`config.mk`:
```
export PLATFORM = sky130hd
export DESIGN_NAME = byte_count_to_unit_text
export DESIGN_NICKNAME = d
export VERILOG_FILES = /design/src/rtl/bctu_pkg.sv /design/src/rtl/bctu_dabble.sv /design/src/rtl/bctu_out_reg.sv /design/src/rtl/byte_count_to_unit_text.sv
export SDC_FILE = /design/constraint.sdc
export NUM_CORES = 1
export LEC_CHECK = 0
export BUFFER_PORTS_ARGS = -buffer_cell sky130_fd_sc_hd__buf_2
export CAP_MARGIN = 25
export CORE_MARGIN = 2
export CORE_UTILIZATION = 54
export DETAILED_ROUTE_END_ITERATION = 7
export PLACE_DENSITY_LB_ADDON = 0.25
export SLEW_MARGIN = 20
export SYNTH_ARGS = -nofsm -noshare
export SYNTH_HDL_FRONTEND = slang
export SYNTH_SLANG_ARGS = --single-unit
```
`constraint.sdc`:
```
create_clock -name clk_i -period 4.25 [get_ports clk_i]
set_input_delay 0.425 -clock clk_i [delete_from_list [all_inputs] [get_ports clk_i]]
set_output_delay 0.425 -clock clk_i [all_outputs]
set_load 0.02 [all_outputs]
```
`src/rtl/bctu_pkg.sv`:
```
package bctu_pkg;

  // Input word: count to format and part limit
  typedef struct packed {
    logic [63:0] count;
    logic [7:0]  max_parts;
  } in_word_t;

  // Output word: one character of text
  typedef struct packed {
    logic [7:0] character;
    logic       last;
  } out_word_t;

  // Sequencer states
  typedef enum logic [3:0] {
    StIdle,
    StPick,
    StPlus,
    StStart,
    StConv,
    StSkip,
    StDigit,
    StLetter,
    StZero
  } state_e;

  // Unit parts, tried in this order
  typedef enum logic [1:0] {
    StageG,
    StageM,
    StageK,
    StageRem
  } stage_e;

  localparam logic [2:0] MaxParts  = 3'd4;
  localparam logic [7:0] CharZero  = 8'h30;
  localparam logic [7:0] CharNine  = 8'h39;
  localparam logic [7:0] CharG     = 8'h47;
  localparam logic [7:0] CharM     = 8'h4d;
  localparam logic [7:0] CharK     = 8'h6b;
  localparam logic [7:0] CharPlus  = 8'h2b;

endpackage

```
`src/rtl/bctu_dabble.sv`:
```
// Shift-and-add-3 binary to BCD converter, one input bit per cycle.
module bctu_dabble #(
  parameter int unsigned ValW   = 34,
  parameter int unsigned NumDig = 11
) (
  input  logic                  clk_i,
  input  logic                  rst_ni,
  input  logic                  start_i,
  input  logic [ValW-1:0]       value_i,
  output logic                  done_o,
  output logic [4*NumDig-1:0]   bcd_o
);

  localparam int unsigned CntW = $clog2(ValW + 1);

  logic                running_q;
  logic [CntW-1:0]     cnt_q;
  logic [ValW-1:0]     shift_q;
  logic [4*NumDig-1:0] bcd_q;
  logic [4*NumDig-1:0] adj;

  // Add 3 to every digit of 5 or more before the shift
  always_comb begin
    logic [3:0] dig;
    dig = 4'd0;
    for (int i = 0; i < NumDig; i++) begin
      dig = bcd_q[4*i +: 4];
      adj[4*i +: 4] = (dig >= 4'd5) ? dig + 4'd3 : dig;
    end
  end

  // Track the bit count
  always_ff @(posedge clk_i or negedge rst_ni) begin
    if (!rst_ni) begin
      running_q <= 1'b0;
      cnt_q     <= '0;
    end else if (start_i) begin
      running_q <= 1'b1;
      cnt_q     <= CntW'(ValW);
    end else if (running_q) begin
      if (cnt_q != '0) begin
        cnt_q <= cnt_q - 1'b1;
      end else begin
        running_q <= 1'b0;
      end
    end
  end

  // Shift one binary bit into the BCD digits
  always_ff @(posedge clk_i) begin
    if (start_i) begin
      shift_q <= value_i;
      bcd_q   <= '0;
    end else if (running_q && cnt_q != '0) begin
      shift_q <= shift_q << 1;
      bcd_q   <= {adj[4*NumDig-2:0], shift_q[ValW-1]};
    end
  end

  assign done_o = running_q && (cnt_q == '0);
  assign bcd_o  = bcd_q;

endmodule

```
`src/rtl/bctu_out_reg.sv`:
```
// Output register: holds one word until the sink takes it.
module bctu_out_reg (
  input  logic                clk_i,
  input  logic                rst_ni,
  input  logic                push_i,
  input  bctu_pkg::out_word_t word_i,
  output logic                free_o,
  output logic                out_valid_o,
  input  logic                out_ready_i,
  output bctu_pkg::out_word_t out_word_o
);

  logic                valid_q;
  bctu_pkg::out_word_t word_q;

  assign free_o = !valid_q || out_ready_i;

  // Load on push, drop when taken
  always_ff @(posedge clk_i or negedge rst_ni) begin
    if (!rst_ni) begin
      valid_q <= 1'b0;
    end else if (push_i && free_o) begin
      valid_q <= 1'b1;
    end else if (out_ready_i) begin
      valid_q <= 1'b0;
    end
  end

  always_ff @(posedge clk_i) begin
    if (push_i && free_o) begin
      word_q <= word_i;
    end
  end

  assign out_valid_o = valid_q;
  assign out_word_o  = word_q;

endmodule

```
`src/rtl/byte_count_to_unit_text.sv`:
```
// ValW = max(COUNT_BITS - 30, 10) bits, NumDig BCD digits (34 and 11 at the default).
// Each part runs the one bit-serial BCD unit, skips leading zeros one per cycle, then
// sends one digit per cycle while the output register is free; a join mark goes before
// every part after the first and a unit letter after every part but the remainder.
// Throughput: one word at a time; a new word is taken only in idle, once the last
// character has been pushed. Reset (rst_ni low, async) clears the control state.
module byte_count_to_unit_text #(
  parameter int unsigned COUNT_BITS = 64
) (
  input  logic                clk_i,
  input  logic                rst_ni,
  input  logic                in_valid_i,
  output logic                in_ready_o,
  input  bctu_pkg::in_word_t  in_word_i,
  output logic                out_valid_o,
  input  logic                out_ready_i,
  output bctu_pkg::out_word_t out_word_o
);

  localparam int unsigned ValW   = (COUNT_BITS > 40) ? COUNT_BITS - 30 : 10;
  localparam int unsigned NumW   = ValW + 30;
  localparam int unsigned NumDig = (ValW * 77) / 256 + 1;
  localparam int unsigned IdxW   = $clog2(NumDig);

  bctu_pkg::state_e    state_q, state_d;
  bctu_pkg::stage_e    stage_q;
  logic [2:0]          parts_q;
  logic                joined_q;
  logic [IdxW-1:0]     idx_q;
  logic [COUNT_BITS-1:0] num_q;
  logic [ValW-1:0]     val_q;

  logic [NumW-1:0]     num_ext;
  logic [ValW-1:0]     quot;
  logic                take;
  logic                accept;
  logic                conv_start;
  logic                conv_done;
  logic [4*NumDig-1:0] bcd;
  logic [3:0]          digit;
  logic                lead_zero;
  logic                emit;
  bctu_pkg::out_word_t emit_word;
  logic                out_free;

  assign accept  = in_valid_i && in_ready_o;
  assign num_ext = NumW'(num_q);

  // Select the quotient of the current part
  always_comb begin
    case (stage_q)
      bctu_pkg::StageG: quot = num_ext[NumW-1:30];
      bctu_pkg::StageM: quot = ValW'(num_ext[29:20]);
      bctu_pkg::StageK: quot = ValW'(num_ext[19:10]);
      default:          quot = ValW'(num_ext[9:0]);
    endcase
  end

  assign take = (parts_q != 3'd0) &&
                ((stage_q == bctu_pkg::StageRem) || (quot != '0));

  assign digit     = bcd[4*idx_q +: 4];
  assign lead_zero = (digit == 4'd0) && (idx_q != '0);

  // Next state
  always_comb begin
    state_d = state_q;
    case (state_q)
      bctu_pkg::StIdle: begin
        if (in_valid_i) state_d = bctu_pkg::StPick;
      end
      bctu_pkg::StPick: begin
        if (take) begin
          state_d = joined_q ? bctu_pkg::StPlus : bctu_pkg::StStart;
        end else if (stage_q == bctu_pkg::StageRem) begin
          state_d = joined_q ? bctu_pkg::StIdle : bctu_pkg::StZero;
        end
      end
      bctu_pkg::StPlus: begin
        if (out_free) state_d = bctu_pkg::StStart;
      end
      bctu_pkg::StStart: state_d = bctu_pkg::StConv;
      bctu_pkg::StConv: begin
        if (conv_done) state_d = bctu_pkg::StSkip;
      end
      bctu_pkg::StSkip: begin
        if (!lead_zero) state_d = bctu_pkg::StDigit;
      end
      bctu_pkg::StDigit: begin
        if (out_free && idx_q == '0) begin
          state_d = (stage_q == bctu_pkg::StageRem) ? bctu_pkg::StIdle
                                                    : bctu_pkg::StLetter;
        end
      end
      bctu_pkg::StLetter: begin
        if (out_free) state_d = (parts_q == 3'd1) ? bctu_pkg::StIdle : bctu_pkg::StPick;
      end
      bctu_pkg::StZero: begin
        if (out_free) state_d = bctu_pkg::StIdle;
      end
      default: state_d = bctu_pkg::StIdle;
    endcase
  end

  // Outputs of the sequencer
  always_comb begin
    in_ready_o = 1'b0;
    conv_start = 1'b0;
    emit       = 1'b0;
    emit_word  = '{character: bctu_pkg::CharZero, last: 1'b0};
    case (state_q)
      bctu_pkg::StIdle:  in_ready_o = 1'b1;
      bctu_pkg::StStart: conv_start = 1'b1;
      bctu_pkg::StPlus: begin
        emit                = 1'b1;
        emit_word.character = bctu_pkg::CharPlus;
      end
      bctu_pkg::StDigit: begin
        emit                = 1'b1;
        emit_word.character = bctu_pkg::CharZero | {4'd0, digit};
        emit_word.last      = (stage_q == bctu_pkg::StageRem) && (idx_q == '0);
      end
      bctu_pkg::StLetter: begin
        emit = 1'b1;
        case (stage_q)
          bctu_pkg::StageG: emit_word.character = bctu_pkg::CharG;
          bctu_pkg::StageM: emit_word.character = bctu_pkg::CharM;
          default:          emit_word.character = bctu_pkg::CharK;
        endcase
        emit_word.last = (parts_q == 3'd1);
      end
      bctu_pkg::StZero: begin
        emit           = 1'b1;
        emit_word.last = 1'b1;
      end
      default: ;
    endcase
  end

  // Control registers
  always_ff @(posedge clk_i or negedge rst_ni) begin
    if (!rst_ni) begin
      state_q  <= bctu_pkg::StIdle;
      stage_q  <= bctu_pkg::StageG;
      parts_q  <= 3'd0;
      joined_q <= 1'b0;
      idx_q    <= '0;
    end else begin
      state_q <= state_d;
      case (state_q)
        bctu_pkg::StIdle: begin
          if (accept) begin
            stage_q  <= bctu_pkg::StageG;
            joined_q <= 1'b0;
            parts_q  <= (in_word_i.max_parts > 8'(bctu_pkg::MaxParts))
                        ? bctu_pkg::MaxParts : in_word_i.max_parts[2:0];
          end
        end
        bctu_pkg::StPick: begin
          if (!take && stage_q != bctu_pkg::StageRem) begin
            stage_q <= bctu_pkg::stage_e'(stage_q + 2'd1);
          end
        end
        bctu_pkg::StStart: idx_q <= IdxW'(NumDig - 1);
        bctu_pkg::StSkip: begin
          if (lead_zero) idx_q <= idx_q - 1'b1;
        end
        bctu_pkg::StDigit: begin
          if (out_free && idx_q != '0) idx_q <= idx_q - 1'b1;
        end
        bctu_pkg::StLetter: begin
          if (out_free) begin
            parts_q  <= parts_q - 3'd1;
            joined_q <= 1'b1;
            stage_q  <= bctu_pkg::stage_e'(stage_q + 2'd1);
          end
        end
        default: ;
      endcase
    end
  end

  // Hold the count and the value under conversion
  always_ff @(posedge clk_i) begin
    if (accept) begin
      num_q <= in_word_i.count[COUNT_BITS-1:0];
    end
    if (state_q == bctu_pkg::StPick && take) begin
      val_q <= quot;
    end
  end

  bctu_dabble #(
    .ValW   (ValW),
    .NumDig (NumDig)
  ) u_dabble (
    .clk_i   (clk_i),
    .rst_ni  (rst_ni),
    .start_i (conv_start),
    .value_i (val_q),
    .done_o  (conv_done),
    .bcd_o   (bcd)
  );

  bctu_out_reg u_out_reg (
    .clk_i       (clk_i),
    .rst_ni      (rst_ni),
    .push_i      (emit),
    .word_i      (emit_word),
    .free_o      (out_free),
    .out_valid_o (out_valid_o),
    .out_ready_i (out_ready_i),
    .out_word_o  (out_word_o)
  );

endmodule

```
==> impl_metrics.ini <==
[route]
dr.pass1.iters = 5
routed_wl_um = 18440
antenna_left = 0
vias_per_cell = 5.456
routed-via-count = 6585
post-route-drc-count = 0
drt_iter0_drc = 442
drt-wirelength-per-cell_um = 15.28

[cts]
clk_path_buf_depth = 3
cts_buffers = 22
htreeDepth = 1
ctsResizeCount = 0
postCtsSetupRepairBufs = 0
clock_latency_ns = 0.51
clk_pin_slew_ns = 0.06
root_buffer = clkbuf_16
cts_num_sinks = 206
cts_tree = done

[timing]
period_minus_slack_ns = 2.943
period_share_pct = 69.24
worst_pin_slew_ns = 0.9059
max_slew_margin_pct = 39.60
setup_tns_ns = 0
whs_ns = 0.08581
fmax_mhz = 339.8
finClkSkew_ns = 0.01498
maxSlewViolCount = 0
hold_viol = 0
rsz0062_at_grt = no
setup_viol = 0

[global_route]
grt_pass1_vias = 6195
grt.total_usage_pct = 19.97
antenna_found_initial = 0
overflow = 0
grt_pass1_wl_um = 30300
grt_start_max_net_pins = 84

[die]
die_y_um = 137.4
core_sq_um = 17360
die_w_um = 137.4
start_util_pct = 55.33
dieArea_sq_um = 18870
rows = 48
ios = 87

[yosys]
synth_nets = 1005
synth_ff_type = edfxtp_1
avgSynthCellArea_sq_um = 10.72
synth-async-reset-ratio_pct = 10.68
synth-edff-count = 140
netlist_area_sq_um = 9603
synthDistinctLibCells = 63
synth-seq-cells = 206
netlist_instances = 896
synth_sequential_area_ratio_pct = 58.68
yosysWarnings = 0

[layout]
areaGrowthSynthToFinish_pct = 13.16
final_util_pct = 62.61
final_area_sq_um = 10870
layout-drive-gt1-share_pct = 14.87
diodes = 0
nets = 1075

[power]
ir_drop_v = 0.0004396
power.leakage_nw = 4.304
power_density_nw_per_um2 = 722.7

[setup_path]
critical_path_class = reg2reg
cp-end-kind = flip-flop
arrival_ns = 3.09
worstPathMaxFanout = 37
cp.required_ns = 4.39
worstSetupStartpointType = flip-flop

[place]
dpl-instance-area_sq_um = 10170
place_congestion = 0.8296
io_buffers = 85
dp_hpwl_um = 12010

[min_path]
hold_class = in2reg

[status]
status = finished, final reports clean

[run]
maxCapViolations = 0
[worst max-delay path: stages (launching register included)]
cell,delay (ns)
dfrtp_1,0.43
inv_1,0.15
ha_2,0.58
a222oi_1,0.18
mux2i_1,0.24
nor2_1,0.07
and4_4,0.22
nor3_4,0.23
buf_4,0.43
[final cells by class]
| cell class | instances | area, sq um |
|---|---|---|
| inverter | 46 | 172.7 |
| tap | 225 | 281.5 |
| clock buffer | 27 | 579.3 |
| fill | 1359 | 6490 |
| multi-input combinational | 596 | 3596 |
| clock inverter | 13 | 106.4 |
| timing repair buffer | 94 | 495.5 |
| sequential | 206 | 5635 |
[per-layer routing]
layer	vias up	wire [um]	GRT usage, %
met5	-	0	0
met4	0	376	5.842
met3	28	849	3.017
met2	155	8797	32.06
met1	3095	8419	28.33
li1	3307	-	-
[registers in the layout (all words and copies together) (netlist names)]
signal and count:
u_out_reg.out_valid_o 1, u_dabble.cnt_q 6, u_dabble.running_q 1, state_q 4, val_q 34, u_dabble.bcd_o 44, parts_q 3, u_dabble.shift_q 34
joined_q 1, stage_q 2, idx_q 4, u_out_reg.out_word_o 8, num_ext 64
[per-stage QoR]
stage               std cells  setup slack, ns  total power [W]
floorplan                 896           0.1842         0.005462
global placement         1166            1.111         0.005965
detailed placement       1166           0.9489         0.006064
CTS                      1207           0.9223         0.007899
global route             1207           0.9842         0.008434
finish                   1207            1.307         0.007853
[synthesized netlist by cell type, types with 4 or more instances]
cell type	count	share of area, %
buf_1	6	0.23
a222oi_1	9	0.94
clkbuf_1	31	1.2
a21oi_1	69	3.6
xnor2_1	14	1.3
nand3_1	17	0.89
nor2b_1	6	0.39
ha_1	33	4.3
a31oi_1	7	0.46
o22ai_1	4	0.26
dfrtp_1	22	5.7
nand2b_1	18	1.2
edfxtp_1	140	44
a211oi_1	12	0.94
inv_1	46	1.8
o2bb2ai_1	6	0.55
mux2i_1	24	2.5
dfxtp_1	44	9.2
buf_2	6	0.31
nand2_1	182	7.1
nor4_1	9	0.59
nor3b_1	11	0.86
nor2_1	44	1.7
and2_1	29	1.9
o21ai_0	44	2.3
nor3_1	9	0.47
[cells in the final DEF (no fill, tap or decap), drive strengths merged, types with 18 or more instances in the layout]
cell type	synthesis	final
nand2	182	182
o21ai	44	44
clkbuf	31	27
dfrtp	22	22
ha	33	33
a21oi	69	69
and2	29	29
edfxtp	140	140
inv	46	46
buf	17	93
dfxtp	44	44
mux2i	24	24
nand2b	18	18
nor2	44	44
[logic make-up (layout without fill, tap and decap cells)]
kind of cell	Yosys count	after routing	share of synthesized area, %
XOR/XNOR	16	16	1.459
flip-flops	206	206	58.68
AND/OR/NAND/NOR	340	340	16.33
adder cells (fa/ha/maj)	33	33	4.300
other	1	1	0.03905
buffers and inverters	94	180	4.026
AO/OA/AOI/OAI	176	176	11.57
multiplexers	30	30	3.596
[repair_timing]
item / 4_1_cts / 5_1_grt
hold buffers: 1 / 0
endpoints found under the setup margin: 0 / 0
endpoints found under the hold margin: 22 / 0
[worst paths after layout]
kind                                             start  cells past startpoint  slack, ns                        endpoint
worst max-delay path            stage_q[0]$_DFFE_PN0P_                      8       1.31             val_q[33]$_DFFE_PP_
worst min-delay path                     in_word_i[52]                      1       0.09           num_ext[44]$_DFFE_PP_
worst min register to register     val_q[32]$_DFFE_PP_                      2       0.49  u_dabble.shift_q[32]$_DFFE_PP_
max in group asynchronous                       rst_ni                      2       3.47   u_dabble.cnt_q[3]$_DFFE_PN0P_
worst max register to register  stage_q[0]$_DFFE_PN0P_                      8       1.31             val_q[33]$_DFFE_PP_
min in group asynchronous                       rst_ni                      2       0.43          stage_q[0]$_DFFE_PN0P_
[power by group]
group | total [W] | internal, W | leakage, nW | switching, W
Combinational | 0.00268 | 0.00114 | 2.06 | 0.00154
Sequential | 0.00336 | 0.00283 | 1.91 | 0.000530
Clock | 0.00181 | 0.00104 | 0.331 | 0.000770
Total | 0.00785 | 0.00501 | 4.30 | 0.00284
Note: power is estimated with default switching activity, not from simulation.
